===== src/rtl/odrc_pkg.sv =====
package odrc_pkg;

  // panel geometry
  localparam int COLUMNS   = 128;
  localparam int ROWS      = 64;
  localparam int PAGES     = ROWS / 8;
  localparam int RAM_BYTES = COLUMNS * ROWS / 8;
  localparam int AW        = $clog2(RAM_BYTES);
  // page * COLUMNS + column over 8-bit counters
  localparam int IDX_W     = 16;

  // payload widths
  localparam int CMD_W  = 2;
  localparam int BYTE_W = 8;
  localparam int PAGE_W = 3;
  localparam int COL_W  = 7;

  typedef enum logic [CMD_W-1:0] {
    CMD_START = 2'd0,
    CMD_WRITE = 2'd1,
    CMD_SCAN  = 2'd2,
    CMD_OTHER = 2'd3
  } cmd_e;

  // control bytes
  localparam logic [7:0] CTRL_COMMAND = 8'h80;
  localparam logic [7:0] CTRL_DATA    = 8'h40;

  // opcodes
  localparam logic [7:0] OP_COL_WINDOW  = 8'h21;
  localparam logic [7:0] OP_PAGE_WINDOW = 8'h22;
  localparam logic [7:0] OP_PANEL_OFF   = 8'hAE;
  localparam logic [7:0] OP_PANEL_ON    = 8'hAF;
  localparam logic [7:0] OP_CONTRAST    = 8'h81;
  localparam logic [7:0] OP_MUX_RATIO   = 8'hA8;
  localparam logic [7:0] OP_DISP_OFFSET = 8'hD3;
  localparam logic [7:0] OP_CLOCK_DIV   = 8'hD5;
  localparam logic [7:0] OP_PRECHARGE   = 8'hD9;
  localparam logic [7:0] OP_VCOM_LEVEL  = 8'hDB;
  localparam logic [7:0] OP_CHARGE_PUMP = 8'h8D;

  typedef struct packed {
    logic [CMD_W-1:0]  cmd;
    logic [BYTE_W-1:0] byte_in;
    logic [PAGE_W-1:0] scan_page;
    logic [COL_W-1:0]  scan_column;
  } item_t;

  typedef struct packed {
    logic              we;
    logic              re;
    logic [AW-1:0]     addr;
    logic [BYTE_W-1:0] wdata;
  } ram_req_t;

  typedef struct packed {
    logic panel_on;
    logic frame_dump;
    logic scan_hit;
  } item_info_t;

  function automatic logic one_arg_setting(input logic [7:0] op);
    return op == OP_CONTRAST || op == OP_MUX_RATIO || op == OP_DISP_OFFSET ||
           op == OP_CLOCK_DIV || op == OP_PRECHARGE || op == OP_VCOM_LEVEL ||
           op == OP_CHARGE_PUMP;
  endfunction

endpackage


===== src/rtl/odrc_if.sv =====


interface odrc_out_if import odrc_pkg::*; ();
  logic              valid;
  logic              ready;
  logic [BYTE_W-1:0] scan_data;
  logic              panel_on;
  logic              frame_dump;

  modport source(output valid, scan_data, panel_on, frame_dump, input ready);
  modport sink(input valid, scan_data, panel_on, frame_dump, output ready);
endinterface


===== src/rtl/odrc_out.sv =====
module odrc_out import odrc_pkg::*; (
  input  logic              clk,
  input  logic              rst,
  input  logic              accept,
  input  item_info_t        info,
  input  logic [BYTE_W-1:0] rdata,
  output logic              take,
  odrc_out_if.source        result
);

  logic       s1_valid;
  item_info_t s1_info;
  logic       s1_fwd;

  assign s1_fwd = s1_valid && (!result.valid || result.ready);
  assign take   = !s1_valid || s1_fwd;

  // stage aligned with ram read data
  always_ff @(posedge clk) begin
    if (rst) begin
      s1_valid <= 1'b0;
    end else if (take) begin
      s1_valid <= accept;
    end
  end

  always_ff @(posedge clk) begin
    if (take && accept) begin
      s1_info <= info;
    end
  end

  // output register
  always_ff @(posedge clk) begin
    if (rst) begin
      result.valid <= 1'b0;
    end else if (s1_fwd) begin
      result.valid <= 1'b1;
    end else if (result.ready) begin
      result.valid <= 1'b0;
    end
  end

  always_ff @(posedge clk) begin
    if (s1_fwd) begin
      result.scan_data  <= s1_info.scan_hit ? rdata : '0;
      result.panel_on   <= s1_info.panel_on;
      result.frame_dump <= s1_info.frame_dump;
    end
  end

endmodule


===== src/flat_wrapper.sv =====
// flat-port wrapper written by rule: the top's interface ports become plain ports
module odrc_out_flat import odrc_pkg::*;
  (clk, rst, accept, info, rdata, take, result_valid, result_scan_data, result_panel_on, result_frame_dump, result_ready);
  odrc_out_if result_i ();
  input  logic clk;
  input  logic rst;
  input  logic accept;
  input  item_info_t info;
  input  logic [BYTE_W-1:0] rdata;
  output logic take;
  output wire logic [$bits(result_i.valid)-1:0] result_valid;
  output wire logic [$bits(result_i.scan_data)-1:0] result_scan_data;
  output wire logic [$bits(result_i.panel_on)-1:0] result_panel_on;
  output wire logic [$bits(result_i.frame_dump)-1:0] result_frame_dump;
  input wire logic [$bits(result_i.ready)-1:0] result_ready;
  assign result_valid = result_i.valid;
  assign result_scan_data = result_i.scan_data;
  assign result_panel_on = result_i.panel_on;
  assign result_frame_dump = result_i.frame_dump;
  assign result_i.ready = result_ready;
  odrc_out u_core (.clk(clk), .rst(rst), .accept(accept), .info(info), .rdata(rdata), .take(take), .result(result_i));
endmodule

===== config.mk =====
export PLATFORM = sky130hd
export DESIGN_NAME = odrc_out_flat
export DESIGN_NICKNAME = d
export VERILOG_FILES = /design/src/rtl/odrc_pkg.sv /design/src/rtl/odrc_if.sv /design/src/rtl/odrc_out.sv /design/src/flat_wrapper.sv
export SDC_FILE = /design/constraint.sdc
export NUM_CORES = 1
export LEC_CHECK = 0
export ABC_CLOCK_PERIOD_IN_PS = 2800
export BUFFER_PORTS_ARGS = -buffer_cell sky130_fd_sc_hd__buf_2
export CAP_MARGIN = 40
export CORE_AREA = 2 2 39 41
export CTS_BUF_LIST = sky130_fd_sc_hd__clkbuf_4
export CTS_CLUSTER_SIZE = 25
export DETAILED_ROUTE_END_ITERATION = 16
export DIE_AREA = 0 0 41 43
export GPL_TIMING_DRIVEN = 0
export PLACE_DENSITY = 0.73
export SLEW_MARGIN = 20
export SYNTH_ARGS = -nofsm -noshare
export SYNTH_HDL_FRONTEND = slang
export SYNTH_SLANG_ARGS = --single-unit

===== constraint.sdc =====
create_clock -name clk -period 2.8 [get_ports clk]
set_input_delay 0.28 -clock clk [delete_from_list [all_inputs] [get_ports clk]]
set_output_delay 0.28 -clock clk [all_outputs]
set_load 0.02 [all_outputs]

Yosys cells after proc, flatten, opt, wreduce, memory -nomap -nowiden
Index checks and enable logic that the tools add are counted.
- flip-flop bits (word level): 15
- output and inout port bits: 12
- bits of input ports: 15
- reduce and logical (&&, ||, !) cells: 7
- multiplexer cells: 2
- operator list (cell ; count):
    $logic_and A1 B1 Y1 ; 2
    $logic_not A1 Y1 ; 2
    $logic_or A1 B1 Y1 ; 2
    $mux W1 ; 2
    $reduce_bool A2 Y1 ; 1

Depth between registers and ports, before layout
Gate-level depths: netlist of the first run.
- depth in word-level cells: 5
- depth in mapped cells: 2
- depth with buffers taken out: 2

Worst setup path after synthesis of the first run
No wires, ideal clock.
- kind: flip-flop to flip-flop
- from: register u_core.result.valid
- to: register u_core.result.frame_dump (enable)
- library setup time: 0.265 ns
- data required time: 2.535 ns
- cell stages (with the launch flop): 3
- clock period less this slack: 1.101 ns
- arrival: 0.836 ns
- setup slack: 1.699 ns
- cells stage by stage: dfxtp_1 > nand2b_1 > and2_2
- cells in the longest elaborated chain, start to end: 3
- ends and longest elaborated chain (element ; RTL line ; source):
    start, declared ; odrc_if.sv:10 ; modport source(output valid, scan_data, panel_on, frame_dump, input ready);
    start signal, assigned ; odrc_out.sv:36 ; result.valid <= 1'b0;
    start signal, assigned ; odrc_out.sv:38 ; result.valid <= 1'b1;
    start signal, assigned ; odrc_out.sv:40 ; result.valid <= 1'b0;
    $logic_not A1 Y1 ; odrc_out.sv:15 ; assign s1_fwd = s1_valid && (!result.valid || result.ready);
    $logic_or A1 B1 Y1 ; odrc_out.sv:15 ;
    $logic_and A1 B1 Y1 ; odrc_out.sv:15 ;
    via u_core.s1_fwd ; odrc_out.sv:13 ; logic s1_fwd;
    end, declared ; odrc_if.sv:10 ;
The timed path passes the listed nets, and every way through them passes these cells.
A chain may end at the register's enable or synchronous reset.

Worst setup path after layout of the first run
- from: register u_core.result.valid
- to: output take
- cells in the longest elaborated chain, start to end: 4
- ends and longest elaborated chain (element ; RTL line ; source):
    $logic_not A1 Y1 ; odrc_out.sv:15 ;
    $logic_or A1 B1 Y1 ; odrc_out.sv:15 ;
    $logic_and A1 B1 Y1 ; odrc_out.sv:15 ;
    $logic_or A1 B1 Y1 ; odrc_out.sv:16 ; assign take = !s1_valid || s1_fwd;
    end, declared ; flat_wrapper.sv:10 ; output logic take;
Every way passes these cells.

==> results of run 1 <==
## layout by cell type (no fill, tap or decap), types with 2 or more instances in the layout
cell type / count
edfxtp_1: 13
and2_1: 8
dfxtp_1: 2
buf_2: 26
inv_1: 2
clkbuf_4: 4
## logic make-up after synthesis
logic type             Yosys count  synth area share, %
AO/OA/AOI/OAI                    2                 2.53
buffers and inverters            2                 1.38
flip-flops                      15                 79.1
AND/OR/NAND/NOR                 12                 17.0
## path summary, 6_finish.rpt
| kind | from | endpoint | slack [ps] | cells past startpoint |
|---|---|---|---|---|
| worst min-delay path | rst | u_core.s1_valid | 180 | 2 |
| worst max-delay path | u_core.result.valid | take | 1600 | 2 |
| worst max register to register | u_core.result.valid | u_core.result.frame_dump | 1770 | 2 |
| worst min register to register | u_core.s1_info[2] | u_core.result.panel_on | 430 | 0 |
## sequential cells by signal, summed over array words and instances (netlist names)
signal	count
u_core.result.scan_data	8
u_core.result.valid	1
u_core.s1_info	3
u_core.result.frame_dump	1
u_core.s1_valid	1
u_core.result.panel_on	1
## final cells by class
class / instances / area (um^2)
Tap cell: 16 / 20.0
Multi-Input combinational cell: 14 / 106
Timing Repair Buffer: 26 / 130
Sequential cell: 15 / 430
Inverter: 2 / 7.51
Clock buffer: 4 / 30.0
Fill cell: 138 / 659
## layer usage
layer,wire length [um],part of all wire (%)
met5,0,0
met4,4,0.53
met3,81,11
met2,373,49
met1,298,39
## metrics by stage
| stage | utilization (%) | total power [mW] | cells | setup WS, ps | instance area [um^2] |
|---|---|---|---|---|---|
| finish | 52.4 | 0.424 | 77 | 1600 | 724 |
| CTS | 52.4 | 0.430 | 77 | 1580 | 724 |
| global route | 52.4 | 0.444 | 77 | 1540 | 724 |
| detailed placement | 50.2 | 0.307 | 73 | 1720 | 694 |
| global placement | 50.2 | 0.305 | 73 | 1740 | 694 |
| floorplan | - | 0.288 | 31 | 1700 | 544 |
## power by group through the flow
stage	sequential [mW]	clock (mW)	combinational [mW]
after floorplan	0.276	0	0.0117
after global placement	0.265	0	0.0399
after detailed placement	0.266	0	0.0406
after CTS	0.261	0.129	0.0406
after global routing	0.262	0.138	0.0440
final	0.261	0.123	0.0400
## worst reg2reg max path, delay by kind of cell (launching register included)
family,cells,cell delay (ps)
simple gates,2,370
flops,1,350
==> results.md, run 1 <==
* Post-CTS setup buffer count at 0
* Net Switching at approximately 85 uW
* Antenna Cells at 0
* Initial DRC count at 1
* Global-route wire length before repair at ~1200 um
* Final hold viol count at 0
* Post-synth EDFFs at 13
* Outcome: complete, no violations
* Detailed Routing Iterations Pass 1 at 4
* Final wirelength at approximately 760 um
* Register area share after synthesis at 79.1%
* Die Wd at between 40 and 50 um
* Routability cong. at about 0.63
* CP Cell Sequence: nand3b_4 > buf_2
* Leakage at approximately 0.33 nW
* Comb pwr share at under 10%
* Rel. slew slack at ~85%
* Met1 GRT Util at about an eighth
* Fin crit share at 43.0%
* Unrepaired setup endpoints after global routing: false
* Worst hold slack at around 180 ps
* Clock skew at around 3.7 ps
* Root Driver: clkbuf_4
* Top-count cell post-synth: edfxtp_1
* WL/cell at a little under 10 um
* Req. time, crit path at approximately 2500 ps
* Via density at between 4 and 5
* Cts hold-fix bufs at 0
* Pint at 339 uW
* Clock transition at the registers of the reported paths at approximately 80 ps
* Sink Count at 15
* Syn nets at 46
* Largest stage delay on the critical path at around 400 ps
* Worst-Margin Slew at 220 ps
* Vias in the first global route at 313
* Power density cells at 585 nW/um^2
* Total die area at 1760 um^2
* Starting Density at roughly two fifths
* GRT busiest layer: met2
* Critical path's slowest cell: dfxtp_1
* Crit path DAT at 920 ps
* Rows at 14
* Max clock buf depth at 2
* GR Util All Layers at 10.4%
* Grt total ovfl at 0
* # port buffers at 26
* DIE HEIGHT at about 43 um
* Core Area at 1380 um^2
* Ratio of cells with drive above 1 in the final layout at 55.7%
* Crit-path max FO at 3
* Nets at 77
* Worst skew pair latency at between 200 and 300 ps
* Yosys warning count at 0
* DRC at 0
* Clock Power Share at 29.1%
* Sw frac at approximately a fifth
* Synth top area share at a little under three quarters
* Final setup viols at 0
* Vias at 330
* Met3 usage at under 10%
* Met2 usage at between 10% and 20%
* Gate Count Post-Synth at 31
* Post-synth top area cell: edfxtp_1
* Crit. End Element: primary output
* FMAX at about 0.83 GHz
* # IOs at 27
* Max-Cap Viols at 0
* Mapped cell area at 544 um^2
* Largest net degree at the start of global routing at 11
* H-tree depth at 1
* Slew Limit Fails at 0
* CP Buf/Inv Count at 1
* Area growth syn-to-layout at 33.1%
* Flop pwr share at approximately three fifths
* Top cells by count, synth: 13 x edfxtp_1, 8 x and2_1, 2 x dfxtp_1, 2 x inv_1
* Startpoint types: flip-flop
* Post-synth cell types at 10
* CTS resizes at 0
* Post-route setup TNS at 0 ps
* Routed Antenna Nets at 0
* CP top delay family: flip-flops
* Syn_area_per_cell at 17.6 um^2
* Most used flip-flop cell after synthesis: edfxtp_1
* VDD IR max at 0.000264 V
* Initial antenna violation count at 0
* HP Class: input pin to flip-flop
* Async S/R FF share, synth at 0%
* Synth area leaders: edfxtp_1 72%, and2_1 9.2%, dfxtp_1 7.4%
* Minimum clock period at between 1000 and 1500 ps
* Synthesized flop and latch total at 15
* Inserted Clock Buffers at 3
* CP Class: flip-flop to primary output
* CTS tree: built
Note: power is estimated with default switching activity, not from simulation.
==> inputs of run 2 (changes only) <==
Settings changed: ABC_AREA set to 1, ABC_CLOCK_PERIOD_IN_PS 2800 to 1000, CORE_AREA 2 2 39 41 to not set, CORE_MARGIN set to 2, CORE_UTILIZATION set to 40, DIE_AREA 0 0 41 43 to not set, PLACE_DENSITY 0.73 to 0.74.
Clock period 2.8 ns to 1 ns, I/O delays scaled along.
==> run 2 against run 1 <==
Die area decreased by 6.2%; sequential share of layout area decreased by 5.8 points; clock power increased to 2.9 times the previous value; worst hold slack got worse by 120 ps; highest routed layer is now met3; worst setup slack got worse by 1600 ps.
==> results.md, run 2 <==
* Sequential cell area at 435 um^2 (+1.2%)
* Rows at 13 (-1)
* Most used flip-flop cell after synthesis: edfxtp_1
* Mapped cell area at 538 um^2 (-1.1%)
* Number of flip-flops in the largest register at 8 (unchanged)
* Ratio of cells with drive above 1 in the final layout at 48.1% (-7.7 points)
* Post-synth EDFFs at 13 (unchanged)
* Crit. End Element: primary output
* Simple-Gate Fraction of Synth Area at 7.91% (-9.1 points)
* Power density cells at 1510 nW/um^2 (+160%)
* VDD IR max at 0.000857 V (+220%)
* Via density at 4.09 (-4.6%)
* CP top delay family: flip-flops
* CP Class: flip-flop to primary output
* Largest net degree at the start of global routing at 11 (unchanged)
* Clock Power Share at 29.2% (about the same)
* Top cells by count, synth: 13 x edfxtp_1, 12 x inv_1, 10 x nand2_1, 3 x a21oi_1, 2 x dfxtp_1
* Routability cong. at 0.625 (-1.1%)
* Crit path DAT at 890 ps (-30 ps)
* Compound-gate portion of the synthesized area at 2.79% (+0.26 points)
* Core Area at 1280 um^2 (-7.1%)
* Detailed Routing Iterations Pass 1 at 1 (-3)
* Rel. slew slack at 87.4% (+2.1 points)
* Final setup viols at 0 (unchanged)
* GR Util All Layers at 12.5% (+2.1 points)
* Final hold viol count at 0 (unchanged)
* Leading cell types in the layout, fill and taps excluded: 26 x buf_2, 13 x edfxtp_1, 11 x inv_1
* Critical path's slowest cell: dfxtp_4
* Net Switching at 266 uW (+210%)
* Slew Limit Fails at 0 (unchanged)
* Root Driver: clkbuf_4
* Top-count cell post-synth: edfxtp_1
* Flop pwr share at 59.2% (-2.3 points)
* Biggest register: u_core.result.scan_data
* Syn nets at 57 (+24%)
* Sw frac at 21.7% (+1.6 points)
* Grt total ovfl at 0 (unchanged)
* Routed Antenna Nets at 0 (unchanged)
* DRC at 0 (unchanged)
* Nets at 93 (+21%)
* Post-synth cell types at 7 (-3)
* Yosys warning count at 0 (unchanged)
* Commonest non-fill, non-tap cell in the layout: buf_2
* Startpoint types: flip-flop
* Vias in the first global route at 340 (+8.6%)
* DIE HEIGHT at 40.7 um (-5.4%)
* Worst-Margin Slew at 188 ps (-31.2 ps)
* HP Class: input pin to flip-flop
* Largest stage delay on the critical path at 390 ps (about the same)
* DPL Wire Length at 617 um
* Synth top area share at 72.6% (+0.83 points)
* Top flop regs: u_core.result.scan_data (8), u_core.s1_info (3)
* Adder-Cell Fraction of Synth Area at 0% (unchanged)
* Worst Hold Path Cells at 3 (+1)
* Clock skew at 1.60 ps (-2.09 ps)
* Starting Density at 41.9% (+2.5 points)
* Max-Cap Viols at 0 (unchanged)
* R2R cell count at 3 (+1)
* Clock transition at the registers of the reported paths at 80 ps (about the same)
* Synth area leaders: edfxtp_1 73%, inv_1 8.4%, dfxtp_1 7.4%
* Syn_area_per_cell at 12.8 um^2 (-27%)
* Synthesized flop and latch total at 15 (unchanged)
* Main combinational cell family by area after synthesis: buffers and inverters
* Post-synthesis mux area share at 0% (unchanged)
* Fin crit share at 99.2%
* Xor/xnor cell area share of the yosys netlist at 0% (unchanged)
* Initial DRC count at 0 (-1)
* Inserted Clock Buffers at 3 (unchanged)
* WP depth at 2 (unchanged)
* Initial antenna violation count at 0 (unchanged)
* H-tree depth at 1 (unchanged)
* Filler cell count at 108 (-22%)
* Sink Count at 15 (unchanged)
* Gate Count Post-Synth at 42 (+35%)
* Max clock buf depth at 2 (unchanged)
* Total Power at 1.23 mW (+190%)
* Antenna Cells at 0 (unchanged)
* WL/cell at 9.32 um (-5.1%)
* Req. time, crit path at 900 ps (-1620 ps)
* Worst hold slack at 55.5 ps (-122 ps)
* # IOs at 27 (unchanged)
* Leakage at 0.408 nW (+24%)
* Total die area at 1650 um^2 (-6.2%)
* Unrepaired setup endpoints after global routing: true
* CP Cell Sequence: nand3_4 > buf_6
* Die Wd at 40.7 um (-0.79%)
* Post-synth top area cell: edfxtp_1
* Area growth syn-to-layout at 50.9%
* Outcome: complete, no violations
* Crit-path max FO at 4 (+1)
* Worst skew pair latency at 270 ps (about the same)
* Register area share after synthesis at 80.0% (+0.92 points)
* Final wirelength at 857 um (+13%)
* Vias at 376 (+14%)
* Global-route wire length before repair at 1280 um (+6.9%)
* Minimum clock period at around 1000 ps
* FMAX at between 1 and 1.5 GHz
* Comb pwr share at 11.6% (+2.2 points)
* CTS tree: built
* CP Buf/Inv Count at 1 (unchanged)
* Multi-input logic area at 81.3 um^2 (-24%)
* Pint at 962 uW (+180%)
* Async S/R FF share, synth at 0% (unchanged)
* # port buffers at 26 (unchanged)
run 2: cell count changes after synthesis, sizes merged:
| cell | before | now |
|---|---|---|
| inv | 2 | 12 |
| and2 | 10 | 0 |
| nand2 | 0 | 10 |
| nand3b | 1 | 0 |
| nand3 | 0 | 1 |
| buf | 0 | 1 |
| nand2b | 1 | 0 |
| a21oi | 2 | 3 |
run 2: cell families after synthesis:
logic type | after synthesis
AND/OR/NAND/NOR | 11
AO/OA/AOI/OAI | 3
flip-flops | 15
buffers and inverters | 13
run 2: per-layer routing:
metal / share of wire, % / up-vias / track usage [%]
li1: - / 202 / -
met1: 40 / 154 / 13.8
met2: 50 / 20 / 21.4
met3: 9.8 / 0 / 3.26
met4: 0 / 0 / 7.50
met5: 0 / - / 0
run 2: what timing repair did:
item | CTS | global route
endpoints found under the setup margin | 11 | 11
hold endpoints to repair | 5 | 0
hold buffers | 4 | 0
gates resized for setup | 3 | 3
buffers inserted | 1 | 0
pin swaps | 0 | 1
run 2: power by group through the flow:
| stage | Combinational [mW] | Sequential [mW] | Clock, mW |
|---|---|---|---|
| 3_3_place_gp | 0.115 | 0.740 | 0 |
| 2_1_floorplan | 0.0383 | 0.768 | 0 |
| 6_report | 0.142 | 0.727 | 0.359 |
| 5_1_grt | 0.160 | 0.731 | 0.394 |
| 4_1_cts | 0.142 | 0.725 | 0.375 |
| 3_5_place_dp | 0.119 | 0.741 | 0 |
run 2: cell type report:
class / count / share of cell area, %
Clock buffer: 4 / 3.70
Sequential cell: 15 / 53.6
Tap cell: 15 / 2.31
Inverter: 12 / 5.55
Buffer: 1 / 0.616
Timing Repair Buffer: 31 / 24.2
Multi-Input combinational cell: 14 / 10.0
run 2: path summary, 6_finish.rpt:
| kind | start | slack (ps) | end |
|---|---|---|---|
| max | u_core.result.valid | 8 | take |
| min | accept | 60 | u_core.s1_valid |
| max reg2reg | u_core.s1_valid | 30 | u_core.result.scan_data[1] |
| min reg2reg | u_core.s1_info[2] | 430 | u_core.result.panel_on |
run 2: tightest hold or removal path, delay by kind of cell:
| family | cells | cell delay [ps] |
|---|---|---|
| buf+inv | 2 | 140 |
| compound gates | 1 | 50 |
run 2: through the flow:
| stage | util, % | setup slack, ps | instances | TNS [ps] | area, um^2 |
|---|---|---|---|---|---|
| global placement | 54.8 | -24.7 | 83 | -245 | 704 |
| finish | 63.2 | 8.08 | 92 | 0 | 812 |
| floorplan | - | 4.58 | 42 | 0 | 556 |
| detailed placement | 54.8 | -49.2 | 83 | -491 | 704 |
| CTS | 62.5 | -21.9 | 92 | -21.9 | 803 |
| global route | 63.2 | -41.5 | 92 | -89.7 | 812 |
==> inputs of run 3 (changes only) <==
Settings changed: BUFFER_PORTS_ARGS -buffer_cell sky130_fd_sc_hd__buf_2 to not set, CORE_AREA set to 2 2 39 41, CORE_MARGIN 2 to not set, CORE_UTILIZATION 40 to not set, DIE_AREA set to 0 0 41 43, DONT_BUFFER_PORTS set to 1, GPL_TIMING_DRIVEN 0 to not set, PLACE_DENSITY 0.74 to not set.
==> run 3 against run 2 <==
Flip-flop and latch count unchanged; worst setup slack improved by 19 ps; critical path depth unchanged; critical endpoint unchanged; design area decreased by 3.9%; routed wire length increased by 1.4%.
==> results.md, run 3 (synthesis gave the netlist of run 2 again) <==
* Inserted Clock Buffers at 3 (unchanged)
* Fin crit share at 97.3% (-1.9 points)
* Worst-Margin Slew at 263 ps (+74.3 ps)
* Final hold viol count at 0 (unchanged)
* Final wirelength at 869 um (+1.4%)
* GR Util All Layers at 13.3% (+0.74 points)
* Sink Count at 15 (unchanged)
* DIE HEIGHT at 43 um (+5.7%)
* Global-route wire length before repair at 1500 um (+17%)
* Max-Cap Viols at 0 (unchanged)
* Net Switching at 248 uW (-6.7%)
* Grt total ovfl at 0 (unchanged)
* Leakage at 0.346 nW (-15%)
* FMAX at 1.03 GHz (+2.0%)
* Initial antenna violation count at 0 (unchanged)
* Starting Density at 38.9% (-3.0 points)
* Nets at 77 (-17%)
* Crit-path max FO at 3 (-1)
* Largest stage delay on the critical path at 380 ps (about the same)
* WL/cell at 11.3 um (+21%)
* Worst R2R Setup Slack at 30 ps (about the same)
* Crit path DAT at 870 ps (-20 ps)
* HP Class: input pin to flip-flop
* Startpoint types: flip-flop
* Biggest register: u_core.result.scan_data
* Antenna Cells at 0 (unchanged)
* H-tree depth at 1 (unchanged)
* Critical path's slowest cell: dfxtp_4
* Slew Limit Fails at 0 (unchanged)
* Rel. slew slack at 82.5% (-4.9 points)
* # IOs at 27 (unchanged)
* Comb pwr share at 8.4% (-3.2 points)
* Setup WS pre-CTS at 28.9 ps (+78.1 ps)
* Vias at 340 (-9.6%)
* Vias in the first global route at 375 (+10%)
* Leading cell types in the layout, fill and taps excluded: 13 x dlygate4sd3_1, 13 x edfxtp_1, 11 x inv_1
* Clock Power Share at 28.7% (-0.5 points)
* DRC at 0 (unchanged)
* Largest net degree at the start of global routing at 11 (unchanged)
* Req. time, crit path at 900 ps (about the same)
* DPL Wire Length at 566 um (-8.3%)
* Routability cong. at 0.635 (+1.6%)
* Via density at 4.42 (+8.0%)
* Core Area at 1380 um^2 (+7.7%)
* Detailed Routing Iterations Pass 1 at 2 (+1)
* Unrepaired setup endpoints after global routing: true
* Number of flip-flops in the largest register at 8 (unchanged)
* VDD IR max at 0.000747 V (-13%)
* Worst Slack Setup Final at 27.2 ps (+19.2 ps)
* Final setup viols at 0 (unchanged)
* Crit. End Element: primary output
* CTS tree: built
* Die Wd at 41 um (+0.80%)
* CP Class: flip-flop to primary output
* Pint at 957 uW (-0.56%)
* Flop pwr share at 62.9% (+3.7 points)
* Area growth syn-to-layout at 45.1%
* Clock transition at the registers of the reported paths at 80 ps (about the same)
* Sw frac at 20.6% (-1.1 points)
* Power density cells at 1540 nW/um^2 (+2.0%)
* Worst skew pair latency at 270 ps (about the same)
* Initial DRC count at 2 (+2)
* Top flop regs: u_core.result.scan_data (8), u_core.s1_info (3)
* Total die area at 1760 um^2 (+6.6%)
* Non-filler cells, final at 77 (-16%)
* Outcome: complete, no violations
* Root Driver: clkbuf_4
* Ratio of cells with drive above 1 in the final layout at 19.7% (-28 points)
* Post-CTS setup buffer count at 0 (-1)
* Routed Antenna Nets at 0 (unchanged)
* Minimum clock period at 973 ps (-19.2 ps)
* Rows at 14 (+1)
* Worst hold slack at 77.7 ps (+22.2 ps)
* Inst Count DP at 60 (-28%)
* Clock skew at 2.19 ps (+0.591 ps)
* Max clock buf depth at 2 (unchanged)
* CP Cell Sequence: nand3_4 > buf_6
* # port buffers at 0 (-100%)
-- run 3: worst paths after layout --
kind / cells after the start / to / start
max: 2 / take / u_core.result.valid
min: 3 / u_core.result.valid / result_ready
max reg2reg: 3 / u_core.result.scan_data[1] / u_core.s1_valid
min reg2reg: 0 / u_core.result.panel_on / u_core.s1_info[2]
-- run 3: power groups by stage --
stage          clock network, mW  logic [mW]  registers [mW]
5_1_grt                    0.413       0.113           0.764
4_1_cts                    0.368       0.100           0.757
2_1_floorplan                  0      0.0383           0.768
6_report                   0.345       0.102           0.758
3_5_place_dp                   0      0.0588           0.773
3_3_place_gp                   0      0.0560           0.771
-- run 3: through the flow --
step / power, mW / area (um^2) / utilization, % / TNS, ps
floorplan: 0.806 / 556 / - / 0
global placement: 0.827 / 606 / 43.8 / 0
detailed placement: 0.832 / 606 / 43.8 / 0
CTS: 1.22 / 772 / 55.8 / -2.60
global route: 1.29 / 781 / 56.4 / -32.6
finish: 1.21 / 781 / 56.4 / 0
-- run 3: timing repair --
item,4_1_cts,5_1_grt
setup endpoints to repair,1,11
endpoints found under the hold margin,13,0
gates resized for setup,2,3
pin swaps,0,1
hold buffers,13,0
-- run 3: worst max-delay path: cells and delay by family (launching register included) --
family,cells,cell delay [ps]
buffers and inverters,1,140
DFF,1,380
and+or+nand+nor,1,80
-- run 3: final cells by class --
cell class	instances	area [um^2]
Fill cell	122	603
Sequential cell	15	435
Timing Repair Buffer	16	169
Multi-Input combinational cell	14	81.3
Inverter	12	45.0
Clock buffer	4	30.0
Tap cell	16	20.0
-- run 3: layer usage --
metal	GRT usage (%)	vias up	routed length [um]
met1	13.2	152	299
met5	0	-	0
met3	7.85	0	54
li1	-	169	-
met4	6.00	0	0
met2	20.9	19	515
