[src/rtl/odrc_pkg.sv]
package odrc_pkg;

  // panel geometry
  localparam int COLUMNS   = 128;
  localparam int ROWS      = 64;
  localparam int PAGES     = ROWS / 8;
  localparam int RAM_BYTES = COLUMNS * ROWS / 8;
  localparam int AW        = $clog2(RAM_BYTES);
  // page * COLUMNS + column over 8-bit counters
  localparam int IDX_W     = 16;

  // payload widths
  localparam int CMD_W  = 2;
  localparam int BYTE_W = 8;
  localparam int PAGE_W = 3;
  localparam int COL_W  = 7;

  typedef enum logic [CMD_W-1:0] {
    CMD_START = 2'd0,
    CMD_WRITE = 2'd1,
    CMD_SCAN  = 2'd2,
    CMD_OTHER = 2'd3
  } cmd_e;

  // control bytes
  localparam logic [7:0] CTRL_COMMAND = 8'h80;
  localparam logic [7:0] CTRL_DATA    = 8'h40;

  // opcodes
  localparam logic [7:0] OP_COL_WINDOW  = 8'h21;
  localparam logic [7:0] OP_PAGE_WINDOW = 8'h22;
  localparam logic [7:0] OP_PANEL_OFF   = 8'hAE;
  localparam logic [7:0] OP_PANEL_ON    = 8'hAF;
  localparam logic [7:0] OP_CONTRAST    = 8'h81;
  localparam logic [7:0] OP_MUX_RATIO   = 8'hA8;
  localparam logic [7:0] OP_DISP_OFFSET = 8'hD3;
  localparam logic [7:0] OP_CLOCK_DIV   = 8'hD5;
  localparam logic [7:0] OP_PRECHARGE   = 8'hD9;
  localparam logic [7:0] OP_VCOM_LEVEL  = 8'hDB;
  localparam logic [7:0] OP_CHARGE_PUMP = 8'h8D;

  typedef struct packed {
    logic [CMD_W-1:0]  cmd;
    logic [BYTE_W-1:0] byte_in;
    logic [PAGE_W-1:0] scan_page;
    logic [COL_W-1:0]  scan_column;
  } item_t;

  typedef struct packed {
    logic              we;
    logic              re;
    logic [AW-1:0]     addr;
    logic [BYTE_W-1:0] wdata;
  } ram_req_t;

  typedef struct packed {
    logic panel_on;
    logic frame_dump;
    logic scan_hit;
  } item_info_t;

  function automatic logic one_arg_setting(input logic [7:0] op);
    return op == OP_CONTRAST || op == OP_MUX_RATIO || op == OP_DISP_OFFSET ||
           op == OP_CLOCK_DIV || op == OP_PRECHARGE || op == OP_VCOM_LEVEL ||
           op == OP_CHARGE_PUMP;
  endfunction

endpackage

[src/rtl/odrc_ctrl.sv]
module odrc_ctrl import odrc_pkg::*; (
  input  logic       clk,
  input  logic       rst,
  input  logic       accept,
  input  item_t      item,
  output logic       busy,
  output ram_req_t   ram_req,
  output item_info_t info
);

  logic          expecting_control, expecting_control_next;
  logic [7:0]    control_byte, control_byte_next;
  logic [7:0]    cur_page, cur_page_next;
  logic [7:0]    cur_column, cur_column_next;
  logic [7:0]    win_page_first, win_page_first_next;
  logic [7:0]    win_page_last, win_page_last_next;
  logic [7:0]    win_col_first, win_col_first_next;
  logic [7:0]    win_col_last, win_col_last_next;
  logic          display_enabled, display_enabled_next;
  logic          arg_pending, arg_pending_next;
  logic [7:0]    pending_opcode, pending_opcode_next;
  logic          arg_count, arg_count_next;
  logic [AW-1:0] clr_addr;
  logic [IDX_W-1:0] wr_idx;
  logic [IDX_W-1:0] scan_idx;
  logic [7:0]    col_inc;
  logic [7:0]    page_inc;
  logic          dump;
  logic [7:0]    b;

  // control state
  always_ff @(posedge clk) begin
    if (rst) begin
      expecting_control <= 1'b1;
      control_byte      <= '0;
      cur_page          <= '0;
      cur_column        <= '0;
      win_page_first    <= '0;
      win_page_last     <= 8'(PAGES - 1);
      win_col_first     <= '0;
      win_col_last      <= 8'(COLUMNS - 1);
      display_enabled   <= 1'b0;
      arg_pending       <= 1'b0;
      pending_opcode    <= '0;
      arg_count         <= 1'b0;
    end else begin
      expecting_control <= expecting_control_next;
      control_byte      <= control_byte_next;
      cur_page          <= cur_page_next;
      cur_column        <= cur_column_next;
      win_page_first    <= win_page_first_next;
      win_page_last     <= win_page_last_next;
      win_col_first     <= win_col_first_next;
      win_col_last      <= win_col_last_next;
      display_enabled   <= display_enabled_next;
      arg_pending       <= arg_pending_next;
      pending_opcode    <= pending_opcode_next;
      arg_count         <= arg_count_next;
    end
  end

  // ram clearing sweep after reset
  always_ff @(posedge clk) begin
    if (rst) begin
      busy     <= 1'b1;
      clr_addr <= '0;
    end else if (busy) begin
      clr_addr <= clr_addr + AW'(1);
      if (clr_addr == AW'(RAM_BYTES - 1)) begin
        busy <= 1'b0;
      end
    end
  end

  // decode of one bus event
  always_comb begin
    expecting_control_next = expecting_control;
    control_byte_next      = control_byte;
    cur_page_next          = cur_page;
    cur_column_next        = cur_column;
    win_page_first_next    = win_page_first;
    win_page_last_next     = win_page_last;
    win_col_first_next     = win_col_first;
    win_col_last_next      = win_col_last;
    display_enabled_next   = display_enabled;
    arg_pending_next       = arg_pending;
    pending_opcode_next    = pending_opcode;
    arg_count_next         = arg_count;
    dump                   = 1'b0;
    ram_req                = '0;
    info                   = '0;
    b        = item.byte_in;
    wr_idx   = IDX_W'(cur_page) * IDX_W'(COLUMNS) + IDX_W'(cur_column);
    scan_idx = IDX_W'(item.scan_page) * IDX_W'(COLUMNS) + IDX_W'(item.scan_column);
    col_inc  = cur_column + 8'd1;
    page_inc = cur_page + 8'd1;

    if (busy) begin
      ram_req.we    = 1'b1;
      ram_req.addr  = clr_addr;
      ram_req.wdata = '0;
    end else if (accept) begin
      case (cmd_e'(item.cmd))
        CMD_START: begin
          expecting_control_next = 1'b1;
        end
        CMD_WRITE: begin
          if (expecting_control) begin
            control_byte_next      = b;
            expecting_control_next = 1'b0;
          end else if (control_byte == CTRL_COMMAND) begin
            if (arg_pending) begin
              // argument byte, whatever its value
              if (pending_opcode == OP_COL_WINDOW) begin
                if (!arg_count) begin
                  win_col_first_next = b;
                  cur_column_next    = b;
                  arg_count_next     = 1'b1;
                end else begin
                  win_col_last_next = b;
                  arg_pending_next  = 1'b0;
                end
              end else if (pending_opcode == OP_PAGE_WINDOW) begin
                if (!arg_count) begin
                  win_page_first_next = b;
                  cur_page_next       = b;
                  arg_count_next      = 1'b1;
                end else begin
                  win_page_last_next = b;
                  arg_pending_next   = 1'b0;
                end
              end else begin
                arg_pending_next = 1'b0;
              end
            end else if (b == OP_PANEL_OFF) begin
              display_enabled_next = 1'b0;
            end else if (b == OP_PANEL_ON) begin
              display_enabled_next = 1'b1;
              dump                 = 1'b1;
            end else if (b == OP_COL_WINDOW || b == OP_PAGE_WINDOW || one_arg_setting(b)) begin
              pending_opcode_next = b;
              arg_count_next      = 1'b0;
              arg_pending_next    = 1'b1;
            end
          end else if (control_byte == CTRL_DATA) begin
            // store, then advance column and page within the window
            if (wr_idx < IDX_W'(RAM_BYTES)) begin
              ram_req.we    = 1'b1;
              ram_req.addr  = wr_idx[AW-1:0];
              ram_req.wdata = b;
            end
            if (col_inc > win_col_last) begin
              cur_column_next = win_col_first;
              if (page_inc > win_page_last) begin
                cur_page_next = win_page_first;
                dump          = display_enabled;
              end else begin
                cur_page_next = page_inc;
              end
            end else begin
              cur_column_next = col_inc;
            end
          end
        end
        CMD_SCAN: begin
          if (scan_idx < IDX_W'(RAM_BYTES)) begin
            ram_req.re    = 1'b1;
            ram_req.addr  = scan_idx[AW-1:0];
            info.scan_hit = 1'b1;
          end
        end
        default: begin
        end
      endcase
    end

    info.panel_on   = display_enabled_next;
    info.frame_dump = dump;
  end

endmodule

[config.mk]
export PLATFORM = sky130hd
export DESIGN_NAME = odrc_ctrl
export DESIGN_NICKNAME = d
export VERILOG_FILES = /design/src/rtl/odrc_pkg.sv /design/src/rtl/odrc_ctrl.sv
export SDC_FILE = /design/constraint.sdc
export NUM_CORES = 1
export LEC_CHECK = 0
export ABC_AREA = 1
export BUFFER_PORTS_ARGS = -buffer_cell sky130_fd_sc_hd__buf_2
export CAP_MARGIN = 20
export CORE_ASPECT_RATIO = 0.75
export CORE_MARGIN = 2
export CORE_UTILIZATION = 37
export CTS_CLUSTER_DIAMETER = 30
export DETAILED_ROUTE_END_ITERATION = 6
export HOLD_SLACK_MARGIN = 0.05
export SYNTH_ARGS = -nofsm -noshare
export SYNTH_HDL_FRONTEND = slang
export SYNTH_SLANG_ARGS = --single-unit
[constraint.sdc]
create_clock -name clk -period 2.8 [get_ports clk]
set_input_delay 0.14 -clock clk [delete_from_list [all_inputs] [get_ports clk]]
set_output_delay 0.14 -clock clk [all_outputs]
set_load 0.02 [all_outputs]
======== Yosys cells after proc, flatten, opt, wreduce, memory -nomap -nowiden ========
Cells that the tools add are included.
cells by class
  add/subtract/negate cells ............... 5
  $mul .................................... 0
  divide/modulo/power cells ............... 0
  magnitude comparators ................... 4
  equal/unequal tests ..................... 26
  shift operators ......................... 0
  muxes and demuxes ....................... 69
  bitwise gates (word level) .............. 7
  reduce and logical (&&, ||, !) cells .... 24
operator list
  cell                     count
  $mux W8                  14
  $mux W18                 5
  $eq A8 B8 Y1 const B     10
  $mux W1                  46
  $reduce_and A9 Y1        4
  $eq A8 B6 Y1 const B     4
  $reduce_and A8 Y1        3
  $mux W20                 1
  $pmux W10 S2             1
  $add A15 B8 Y16          1
  $add A8 B1 Y8 const B    2
  $gt A8 B8 Y1             2
  $lt A16 B11 Y1 const B   1
  $add A10 B7 Y11          1
  $lt A11 B11 Y1 const B   1
  $mux W11                 1
  $add A10 B1 Y10 const B  1
  $eq A10 B10 Y1 const B   1
  $ne A2 B2 Y1 const B     5
  $reduce_and A10 Y1       1
  $eq A8 B7 Y1 const B     1
  $logic_or A1 B1 Y1       8
  $reduce_bool A2 Y1       4
  $not A1 Y1               7
  other kinds (9)          10
storage, ports and cells
  flip-flop bits (word level) ............. 79
  latch bits .............................. 0
  RAM bits ................................ 0
  memory bits (read-only) ................. 0
  input port bits ......................... 23
  output and inout port bits .............. 24
  logic and storage cells ................. 149
  memories ................................ 0

======== Longest topological paths before layout ========
Gate-level depths: netlist (run 1).
  depth in word-level cells ............... 12
  depth in mapped cells ................... 19
  depth with buffers taken out ............ 17

======== Worst setup path after synthesis (run 1) ========
No wires, ideal clock.
  path kind ............................... reg2out
  start ................................... register cur_page[2]
  end ..................................... output info[1] (netlist bit)
  data arrival time ....................... 2.294 ns
  required time ........................... 2.660 ns
  setup slack ............................. 0.366 ns
  stages on the path, launching flop included .. 17
  buffers on the path ..................... 3
  cells stage by stage .................... dfxtp_1 > buf_2 > nand2_1 > nor2_1 > inv_1 > nor2_1 > xor2_1 > inv_1 > ha_1 > nand2_1 > nor2_1 > nand2_1 > nand2_1 > nand2_1 > buf_2 > o31ai_1 > buf_4
between the ends
  longest elaborated chain between the ends .. 10
ends and longest elaborated chain
  item                      line              source
  start: declaration        odrc_ctrl.sv:13   logic [7:0] cur_page, cur_page_next;
  start signal: assignment  odrc_ctrl.sv:49   cur_page <= cur_page_next;
  $add A8 B1 Y8             odrc_ctrl.sv:96   page_inc = cur_page + 8'd1;
  $gt A8 B8 Y1              odrc_ctrl.sv:154  if (page_inc > win_page_last) begin
  $mux W1                   odrc_ctrl.sv:154
  $mux W1                   odrc_ctrl.sv:152  if (col_inc > win_col_last) begin
  $mux W1                   odrc_ctrl.sv:145  end else if (control_byte == CTRL_DATA) begin
  $mux W1                   odrc_ctrl.sv:111  end else if (control_byte == CTRL_COMMAND) begin
  $mux W1                   odrc_ctrl.sv:108  if (expecting_control) begin
  $mux W1                   odrc_ctrl.sv:103  case (cmd_e'(item.cmd))
  $mux W1                   odrc_ctrl.sv:102  end else if (accept) begin
  $mux W1                   odrc_ctrl.sv:98   if (busy) begin
  end: declaration          odrc_ctrl.sv:8    output item_info_t info
No other way between the ends.

==> impl_metrics.env, run 1 <==
export IMPL_status="finished, final reports clean"
export IMPL_yosys_warnings=0
export IMPL_powerDensity_nw_per_um2=439
export IMPL_power_leakage_uw=0.00312
export IMPL_clk_path_buf_depth=2
export IMPL_yosysTopAreaCellShare=0.310
export IMPL_clk_latency_ns=0.34
export IMPL_reg2reg_to="cur_page[0]"
export IMPL_critPathMaxFanout=3
export IMPL_cts_buffers=9
export IMPL_ys_flop_type="dfxtp_1"
export IMPL_ir_drop_mv=0.329
export IMPL_critical_path_required_ns=2.66
export IMPL_hold_viol=0
export IMPL_clk_pin_slew_worst_paths_ns=0.06
export IMPL_crit_path_start_kind="register"
export IMPL_min_period_over_period=0.953
export IMPL_gp_congestion=0.855
export IMPL_worst_pin_slew_ns=0.735
export IMPL_seq_area_frac_synth=0.310
export IMPL_finish_utilization=0.440
export IMPL_slew_violations=0
export IMPL_setup_viol=0
export IMPL_ys_ff_latch=79
export IMPL_final_antenna_net_count=0
export IMPL_r2r_start="cur_column[0]"
export IMPL_coreArea_um2=13600
export IMPL_drive_gt1_frac=0.145
export IMPL_cts_tree="built"
export IMPL_hp_class="input port to register"
export IMPL_viasPerCell=4.85
export IMPL_synth_edff_count=0
export IMPL_drcViolationCount=0
export IMPL_drt_iter0_markers=326
export IMPL_synthToLayoutAreaGrowth_pct=17.2
export IMPL_whs_ns=0.133
export IMPL_num_antenna_cells=0
export IMPL_num_rows=37
export IMPL_io_buffer_count=46
export IMPL_grt_usage=0.195
export IMPL_reg2reg_depth=17
export IMPL_syn_area_per_cell_um2=6.28
export IMPL_grt_pass1_wl_um=22900
export IMPL_post_route_min_period_ns=2.67
export IMPL_yosys_top_cells_count="nand2_1, nor2_1, inv_1"
export IMPL_dp_hpwl_um=10300
export IMPL_synth_distinct_cells=36
export IMPL_cp_arrival_ns=2.53
export IMPL_maxClockFrequency_mhz=375
export IMPL_dr_pass1_iters=5
export IMPL_crit_type="register to output pin"
export IMPL_die_area_um2=14700
export IMPL_ys_top_cells_by_area="dfxtp_1, nand2_1, nor2_1"
export IMPL_die_w_um=140
export IMPL_synth_most_common_cell="nand2_1"
export IMPL_wl_um=14200
export IMPL_antenna_found_initial=0
export IMPL_grt_start_max_net_pins=74
export IMPL_synthArstFlopShare=0
export IMPL_power_uw=2620
export IMPL_syn_inst=812
export IMPL_via_count=5044
export IMPL_wl_per_cell_um=13.6
export IMPL_rrSetupSlack_ns=0.29
export IMPL_maxSlewHeadroom=0.510
export IMPL_cts_sinks=79
export IMPL_min_to="pending_opcode[2]"
export IMPL_whs_path_depth=3
export IMPL_layout_nets=907
export IMPL_drv_cap=0
export IMPL_clock_root_buffer="clkbuf_16"
export IMPL_fin_skew_ns=0.00656
export IMPL_synth_cell_area_um2=5100
export IMPL_overflow=0
export IMPL_grt_pass1_vias=4527
export IMPL_min_from="item[12]"
export IMPL_initial_core_util=0.376
export IMPL_ctsHtreeMaxLevel=3
export IMPL_hold_buffers=0
export IMPL_syn_num_nets=859
export IMPL_ioPinCount=47
export IMPL_yosysTopAreaCell="dfxtp_1"
export IMPL_die_h_um=106
export IMPL_end_kind="output pin"
-- kinds of logic (layout without fill, tap and decap cells) --
kind of cell               Yosys count  count (layout)  share of synthesized area
DFF                                 79              79                      0.310
adders and majority gates           24              24                     0.0589
xor gates and xnor gates            10              10                     0.0172
and+or+nand+nor                    459             459                      0.393
AOI/OAI and AO/OA                  104             104                      0.111
buffers and inverters              136             189                      0.110
-- layer usage --
| metal | vias up | GRT usage | share of wire |
|---|---|---|---|
| li1 | 2674 | - | - |
| met1 | 2258 | 0.292 | 0.53 |
| met2 | 101 | 0.291 | 0.41 |
| met3 | 11 | 0.0336 | 0.051 |
| met4 | 0 | 0.0407 | 0.0098 |
| met5 | - | 0 | 0 |
-- cell usage in the layout (no fill, tap or decap), types with 5 or more instances in the layout --
| cell type | n |
|---|---|
| nand2_1 | 213 |
| nor2_1 | 134 |
| inv_1 | 101 |
| dfxtp_1 | 75 |
| buf_2 | 45 |
| o21ai_0 | 42 |
| a21oi_1 | 42 |
| nand3_1 | 36 |
| ha_1 | 22 |
| buf_4 | 21 |
| nand4_1 | 19 |
| nand3b_1 | 19 |
| nand2_2 | 10 |
| o211ai_1 | 10 |
| clkbuf_16 | 9 |
| xor2_1 | 8 |
| nor3_1 | 8 |
| nor2_4 | 5 |
| nor2_2 | 5 |
| inv_2 | 5 |
-- critical path: stages, from the launching register on --
cell     delay, ns
dfxtp_1       0.34
ha_2          0.19
nand3_1       0.11
nor2_1        0.11
nand2_1       0.09
xor2_2        0.19
inv_1         0.07
ha_1          0.27
nand2_1       0.07
nor2_2        0.11
nand2_1       0.08
nand2_2       0.07
nand2_2       0.09
o31ai_4       0.25
buf_6         0.15
-- through the flow --
stage          setup TNS [ns]  setup slack [ns]  instance area, um2  cells
4_1_cts                     0           0.00993                5890   1039
5_1_grt               -0.0315           -0.0315                5970   1040
3_3_place_gp                0             0.303                5530   1022
2_1_floorplan               0             0.366                5100    812
6_report                    0             0.133                5970   1040
3_5_place_dp                0             0.218                5530   1022
-- state kept, by name, indices dropped and copies added, names as in the netlist --
signal	count
control_byte	8
win_col_first	8
arg_count	1
pending_opcode	8
cur_page	8
display_enabled	1
win_page_last	8
cur_column	8
win_page_first	8
busy	1
arg_pending	1
win_col_last	8
expecting_control	1
clr_addr	10
-- power breakdown --
part | leakage [uW] | internal (uW) | switching, uW | total, uW
Clock | 0.000168 | 892 | 479 | 1370
Sequential | 0.000639 | 1130 | 4.25 | 1130
Combinational | 0.00231 | 33.1 | 87.6 | 121
Total | 0.00312 | 2050 | 571 | 2620
-- area by class of cell --
cell class / count / area, um2
multi-input cells: 597 / 3030
repair buffers: 67 / 394
inverters: 106 / 398
well taps: 175 / 219
clock buffers: 10 / 239
clock inverters: 6 / 108
fillers: 1453 / 7590
flip-flops and latches: 79 / 1590
-- how the worst max path moves through the flow --
stage / startpoint / to / slack (ns) / cells past startpoint
final: cur_column[0] / info[1] / 0.13 / 14
after global routing: cur_column[0] / info[1] / -0.03 / 14
after CTS: cur_page[0] / info[1] / 0.01 / 14
after detailed placement: cur_page[3] / info[1] / 0.22 / 13
after global placement: cur_page[3] / info[1] / 0.30 / 13
after floorplan: cur_page[2] / info[1] / 0.37 / 16
-- what timing repair did --
| action | 4_1_cts | 5_1_grt |
|---|---|---|
| buffers inserted | 1 | 1 |
| pin swaps | 1 | 2 |
| resized for setup | 6 | 18 |
| endpoints found under the setup margin | 1 | 5 |
Note: power is estimated with default switching activity, not from simulation.
==> run 2, diff against run 1 <==
--- a/config.mk
+++ b/config.mk
@@ -14,6 +14,7 @@
 export CTS_CLUSTER_DIAMETER = 30
 export DETAILED_ROUTE_END_ITERATION = 6
 export HOLD_SLACK_MARGIN = 0.05
+export PLACE_DENSITY = 0.62
 export SYNTH_ARGS = -nofsm -noshare
 export SYNTH_HDL_FRONTEND = slang
 export SYNTH_SLANG_ARGS = --single-unit
==> run 2 against run 1 <==
  * Combinational power hardly changed
  * Highest routed layer unchanged
  * Die area unchanged
  * Critical endpoint unchanged
  * Largest cell class unchanged
  * Critical path type unchanged
  * Via count hardly changed
  * Largest power group unchanged
==> impl_metrics.env, run 2 (same netlist as run 1, synthesis figures left out) <==
export IMPL_status="finished, final reports clean"
export IMPL_cp_top_family="simple AND/OR/NAND/NOR gates"
export IMPL_finish_utilization=0.438
export IMPL_post_route_min_period_ns=2.76
export IMPL_p_int_uw=2120
export IMPL_num_antenna_cells=0
export IMPL_drcViolationCount=0
export IMPL_worst_pin_slew_ns=0.614
export IMPL_crit_path_start_kind="register"
export IMPL_clock_root_buffer="clkbuf_16"
export IMPL_grt_pass1_vias=4516
export IMPL_final_common_cell="nand2_1"
export IMPL_crit_type="register to output pin"
export IMPL_antenna_found_initial=0
export IMPL_end_kind="output pin"
export IMPL_die_area_um2=14700
export IMPL_critical_path_required_ns=2.66
export IMPL_slew_violations=0
export IMPL_maxSlewHeadroom=0.590
export IMPL_layoutNonFillerInstCount=1037
export IMPL_via_count=5046
export IMPL_wl_um=14100
export IMPL_die_w_um=140
export IMPL_maxClockFrequency_mhz=362
export IMPL_powerDensity_nw_per_um2=455
export IMPL_clk_latency_ns=0.35
export IMPL_final_antenna_net_count=0
export IMPL_cts_sinks=79
export IMPL_r2r_start="cur_column[1]"
export IMPL_fin_skew_ns=0.00744
export IMPL_initial_core_util=0.376
export IMPL_cts_buffers=9
export IMPL_drv_cap=0
export IMPL_gp_congestion=0.861
export IMPL_reg2reg_depth=17
export IMPL_hp_class="input port to register"
export IMPL_grt_usage=0.195
export IMPL_combPwrFrac=0.045
export IMPL_die_h_um=106
export IMPL_power_leakage_uw=0.00311
export IMPL_min_from="rst"
export IMPL_grt_pass1_wl_um=22900
export IMPL_grt_setup_unrepaired="yes"
export IMPL_whs_path_depth=2
export IMPL_power_share_clock=0.537
export IMPL_largest_register_ffs=10
export IMPL_overflow=0
export IMPL_coreArea_um2=13600
export IMPL_clk_path_buf_depth=2
export IMPL_ioPinCount=47
export IMPL_grt_start_max_net_pins=38
export IMPL_dpl_cell_count=1021
export IMPL_io_buffer_count=46
export IMPL_cp_arrival_ns=2.62
export IMPL_crit_chain="ha_1, nand3_2, nor2_2, nand2_1, xor2_2, inv_1, ha_1, nand2_1, nor2_2, nand2_1, nand2_2, nand2_2, o31ai_2, buf_4"
export IMPL_worst_path_stages=14
export IMPL_drive_gt1_frac=0.138
export IMPL_dp_hpwl_um=10500
export IMPL_postCtsSetupBuffers=0
export IMPL_ctsHtreeMaxLevel=3
export IMPL_layout_cells_most_common_list="nand2_1, nor2_1, inv_1"
export IMPL_synthToLayoutAreaGrowth_pct=16.7
export IMPL_cts_tree="built"
export IMPL_drt_iter0_markers=317
export IMPL_critPathSlowestCell="dfxtp_1"
export IMPL_ir_drop_mv=0.279
export IMPL_startpoint="cur_column[1]"
export IMPL_layout_nets=904
export IMPL_timing_critical_path_buf_inv=2
export IMPL_hold_viol=0
export IMPL_viasPerCell=4.87
export IMPL_regMostFlops="clr_addr"
export IMPL_wl_per_cell_um=13.6
export IMPL_p_seq_frac=0.418
export IMPL_num_rows=37
export IMPL_min_period_over_period=0.986
export IMPL_hold_buffers=0
export IMPL_path_common_cell="nand2_1"
export IMPL_critPathMaxFanout=3
export IMPL_setup_viol=0
export IMPL_slowest_delay_ns=0.35
export IMPL_power_switching_uw=582
export IMPL_clk_pin_slew_worst_paths_ns=0.06
export IMPL_dr_pass1_iters=5
export IMPL_p_sw_frac=0.215
[run 2: final timing paths]
kind	to	slack [ns]
setup / recovery	info[1]	0.04
hold / removal	arg_pending	0.12
setup reg to reg	cur_page[4]	0.29
hold reg to reg	win_page_last[1]	0.48
[run 2: power by group through the flow]
stage | clock network (uW) | logic [uW] | registers, uW
after CTS | 1480 | 121 | 1130
after global placement | 0 | 120 | 1160
after floorplan | 0 | 62.0 | 1160
after detailed placement | 0 | 120 | 1160
final | 1450 | 120 | 1130
after global routing | 1520 | 134 | 1130
[run 2: stage by stage]
| step | instance area (um2) | worst slack, ns | total power (uW) | hold WS (ns) | setup TNS (ns) |
|---|---|---|---|---|---|
| final | 5950 | 0.0388 | 2700 | 0.123 | 0 |
| after global routing | 5950 | -0.175 | 2790 | 0.127 | -0.180 |
| after CTS | 5910 | 0.00903 | 2730 | 0.125 | 0 |
| after detailed placement | 5530 | 0.259 | 1280 | 0.465 | 0 |
| after global placement | 5530 | 0.291 | 1280 | 0.458 | 0 |
| after floorplan | 5100 | 0.366 | 1220 | 0.275 | 0 |
[run 2: what timing repair did]
action                                 4_1_cts  5_1_grt
pin swaps                                    0        2
resized for setup                            5       13
setup endpoints to repair                    1       16
endpoints found under the hold margin        0        0
[run 2: layout make-up]
type	instances	area (um2)
Timing Repair Buffer	64	380
Multi-Input combinational cell	597	3000
Tap cell	175	219
Sequential cell	79	1590
Fill cell	1501	7620
Inverter	106	398
Clock buffer	10	229
Clock inverter	6	133
[run 2: routing by layer]
metal	up-vias	share of wire	GRT usage
met4	0	0.013	0.0521
met2	103	0.42	0.292
li1	2670	-	-
met5	-	0	0
met3	15	0.056	0.0377
met1	2258	0.51	0.285
==> run 3, diff against run 2 <==
--- a/config.mk
+++ b/config.mk
@@ -6,7 +6,8 @@
 export NUM_CORES = 1
 export LEC_CHECK = 0
 export ABC_AREA = 1
-export BUFFER_PORTS_ARGS = -buffer_cell sky130_fd_sc_hd__buf_2
+export ABC_CLOCK_PERIOD_IN_PS = 2800
+export BUFFER_PORTS_ARGS = -buffer_cell sky130_fd_sc_hd__buf_4
 export CAP_MARGIN = 20
 export CORE_ASPECT_RATIO = 0.75
 export CORE_MARGIN = 2
@@ -15,6 +16,7 @@
 export DETAILED_ROUTE_END_ITERATION = 6
 export HOLD_SLACK_MARGIN = 0.05
 export PLACE_DENSITY = 0.62
+export REMOVE_ABC_BUFFERS = 1
 export SYNTH_ARGS = -nofsm -noshare
 export SYNTH_HDL_FRONTEND = slang
 export SYNTH_SLANG_ARGS = --single-unit
==> run 3 against run 2 <==
  * Maximum frequency rose by 4.7%
  * Clock skew barely moved
  * Sequential share of layout area fell by 0.46 points
  * Clock power fell by 18%
  * Largest cell class unchanged
  * Via count did not move
  * Critical path type unchanged
  * Utilization rose by 0.98 points
  * Sequential cell count did not move
==> impl_metrics.env, run 3 (same netlist as run 1, synthesis figures left out) <==
export IMPL_drcViolationCount=0
export IMPL_antenna_found_initial=0
export IMPL_post_route_min_period_ns=2.64
export IMPL_die_w_um=140
export IMPL_initial_core_util=0.376
export IMPL_hp_class="input port to register"
export IMPL_grt_usage=0.189
export IMPL_ioPinCount=47
export IMPL_clk_path_buf_depth=2
export IMPL_maxSlewHeadroom=0.582
export IMPL_largest_register_ffs=10
export IMPL_cp_arrival_ns=2.50
export IMPL_clk_latency_ns=0.34
export IMPL_power_leakage_uw=0.00313
export IMPL_ir_drop_mv=0.286
export IMPL_final_antenna_net_count=0
export IMPL_drv_cap=0
export IMPL_die_area_um2=14700
export IMPL_powerDensity_nw_per_um2=404
export IMPL_crit_type="register to output pin"
export IMPL_slew_violations=0
export IMPL_crit_path_start_kind="register"
export IMPL_num_rows=37
export IMPL_setup_viol=0
export IMPL_worst_slack_ns=0.162
export IMPL_wl_per_cell_um=13.1
export IMPL_postCtsSetupBuffers=0
export IMPL_layout_nets=908
export IMPL_via_count=5046
export IMPL_cts_tree="built"
export IMPL_dp_hpwl_um=10300
export IMPL_synthToLayoutAreaGrowth_pct=19.3
export IMPL_ctsHtreeMaxLevel=3
export IMPL_grt_pass1_wl_um=22300
export IMPL_grt_pass1_vias=4396
export IMPL_layout_cells_most_common_list="nand2_1, nor2_1, inv_1"
export IMPL_dr_wl_met2_um=5890
export IMPL_grt_start_max_net_pins=39
export IMPL_wl_um=13700
export IMPL_top_layer="met4"
export IMPL_regMostFlops="clr_addr"
export IMPL_clock_root_buffer="clkbuf_16"
export IMPL_end_kind="output pin"
export IMPL_met3_length_um=533
export IMPL_status="finished, final reports clean"
export IMPL_gp_congestion=0.805
export IMPL_final_common_cell="nand2_1"
export IMPL_finish_utilization=0.448
export IMPL_hold_viol=0
export IMPL_fin_skew_ns=0.00730
export IMPL_critPathMaxFanout=5
export IMPL_worst_pin_slew_ns=0.625
export IMPL_viasPerCell=4.85
export IMPL_clk_pin_slew_worst_paths_ns=0.06
export IMPL_min_period_over_period=0.942
export IMPL_critical_path_required_ns=2.66
export IMPL_dr_pass1_iters=4
export IMPL_drt_iter0_markers=290
export IMPL_cts_buffers=9
export IMPL_overflow=0
export IMPL_power_uw=2450
export IMPL_num_antenna_cells=0
export IMPL_dp_slack_ns=0.169
export IMPL_cts_sinks=79
export IMPL_coreArea_um2=13600
export IMPL_met1_length_um=7100
export IMPL_maxClockFrequency_mhz=379
export IMPL_die_h_um=106
export IMPL_drive_gt1_frac=0.147
export IMPL_io_buffer_count=46
export IMPL_whs_ns=0.0976
[run 3: power by group]
group	switching [uW]	leakage [uW]	internal, uW	total (uW)
combinational	84.3	0.00234	44.2	129
clock	461	0.000145	733	1190
sequential	4.17	0.000642	1130	1130
total	550	0.00313	1900	2450
[run 3: path summary, 6_finish.rpt]
check                            to            start  slack, ns  depth (start not counted)
hold reg to reg     win_col_last[7]  win_col_last[7]       0.47                          2
setup / recovery            info[1]      cur_page[1]       0.16                         13
hold / removal    pending_opcode[2]         item[12]        0.1                          3
setup reg to reg        cur_page[7]      cur_page[1]       0.41                         16
[run 3: metal layers]
metal | vias to the layer above | global-route usage
met5 | - | 0
met3 | 12 | 0.0359
met1 | 2274 | 0.275
met2 | 78 | 0.287
met4 | 0 | 0.0479
li1 | 2682 | -
[run 3: timing repair]
action                                  4_1_cts  5_1_grt
hold endpoints to repair                      0        3
endpoints found under the setup margin        1        9
hold buffers                                  0        1
pin swaps                                     1        4
resized for setup                             8       23
[run 3: metrics by stage]
stage               std cells  instance area [um2]  setup TNS (ns)
global route             1040                 6080        -0.00908
global placement         1024                 5660               0
detailed placement       1024                 5660               0
finish                   1040                 6080               0
floorplan                 782                 4930               0
CTS                      1039                 5990               0
[run 3: critical path, stage by stage, from the launching register on]
cell,delay (ns)
dfxtp_2,0.36
ha_2,0.19
nand2_1,0.08
nor2_2,0.12
xor2_1,0.19
inv_1,0.07
ha_1,0.27
nand2_1,0.07
nor2_2,0.14
nand2_1,0.08
nand2_2,0.12
nand2_4,0.08
o31ai_4,0.25
buf_6,0.15
[run 3: cell type report]
| type | count | area, um2 |
|---|---|---|
| timing repair buffer | 68 | 517 |
| fill | 1400 | 7480 |
| inverter | 106 | 398 |
| sequential | 79 | 1590 |
| clock buffer | 12 | 256 |
| multi-input combinational | 597 | 3050 |
| clock inverter | 3 | 42.5 |
| tap | 175 | 219 |
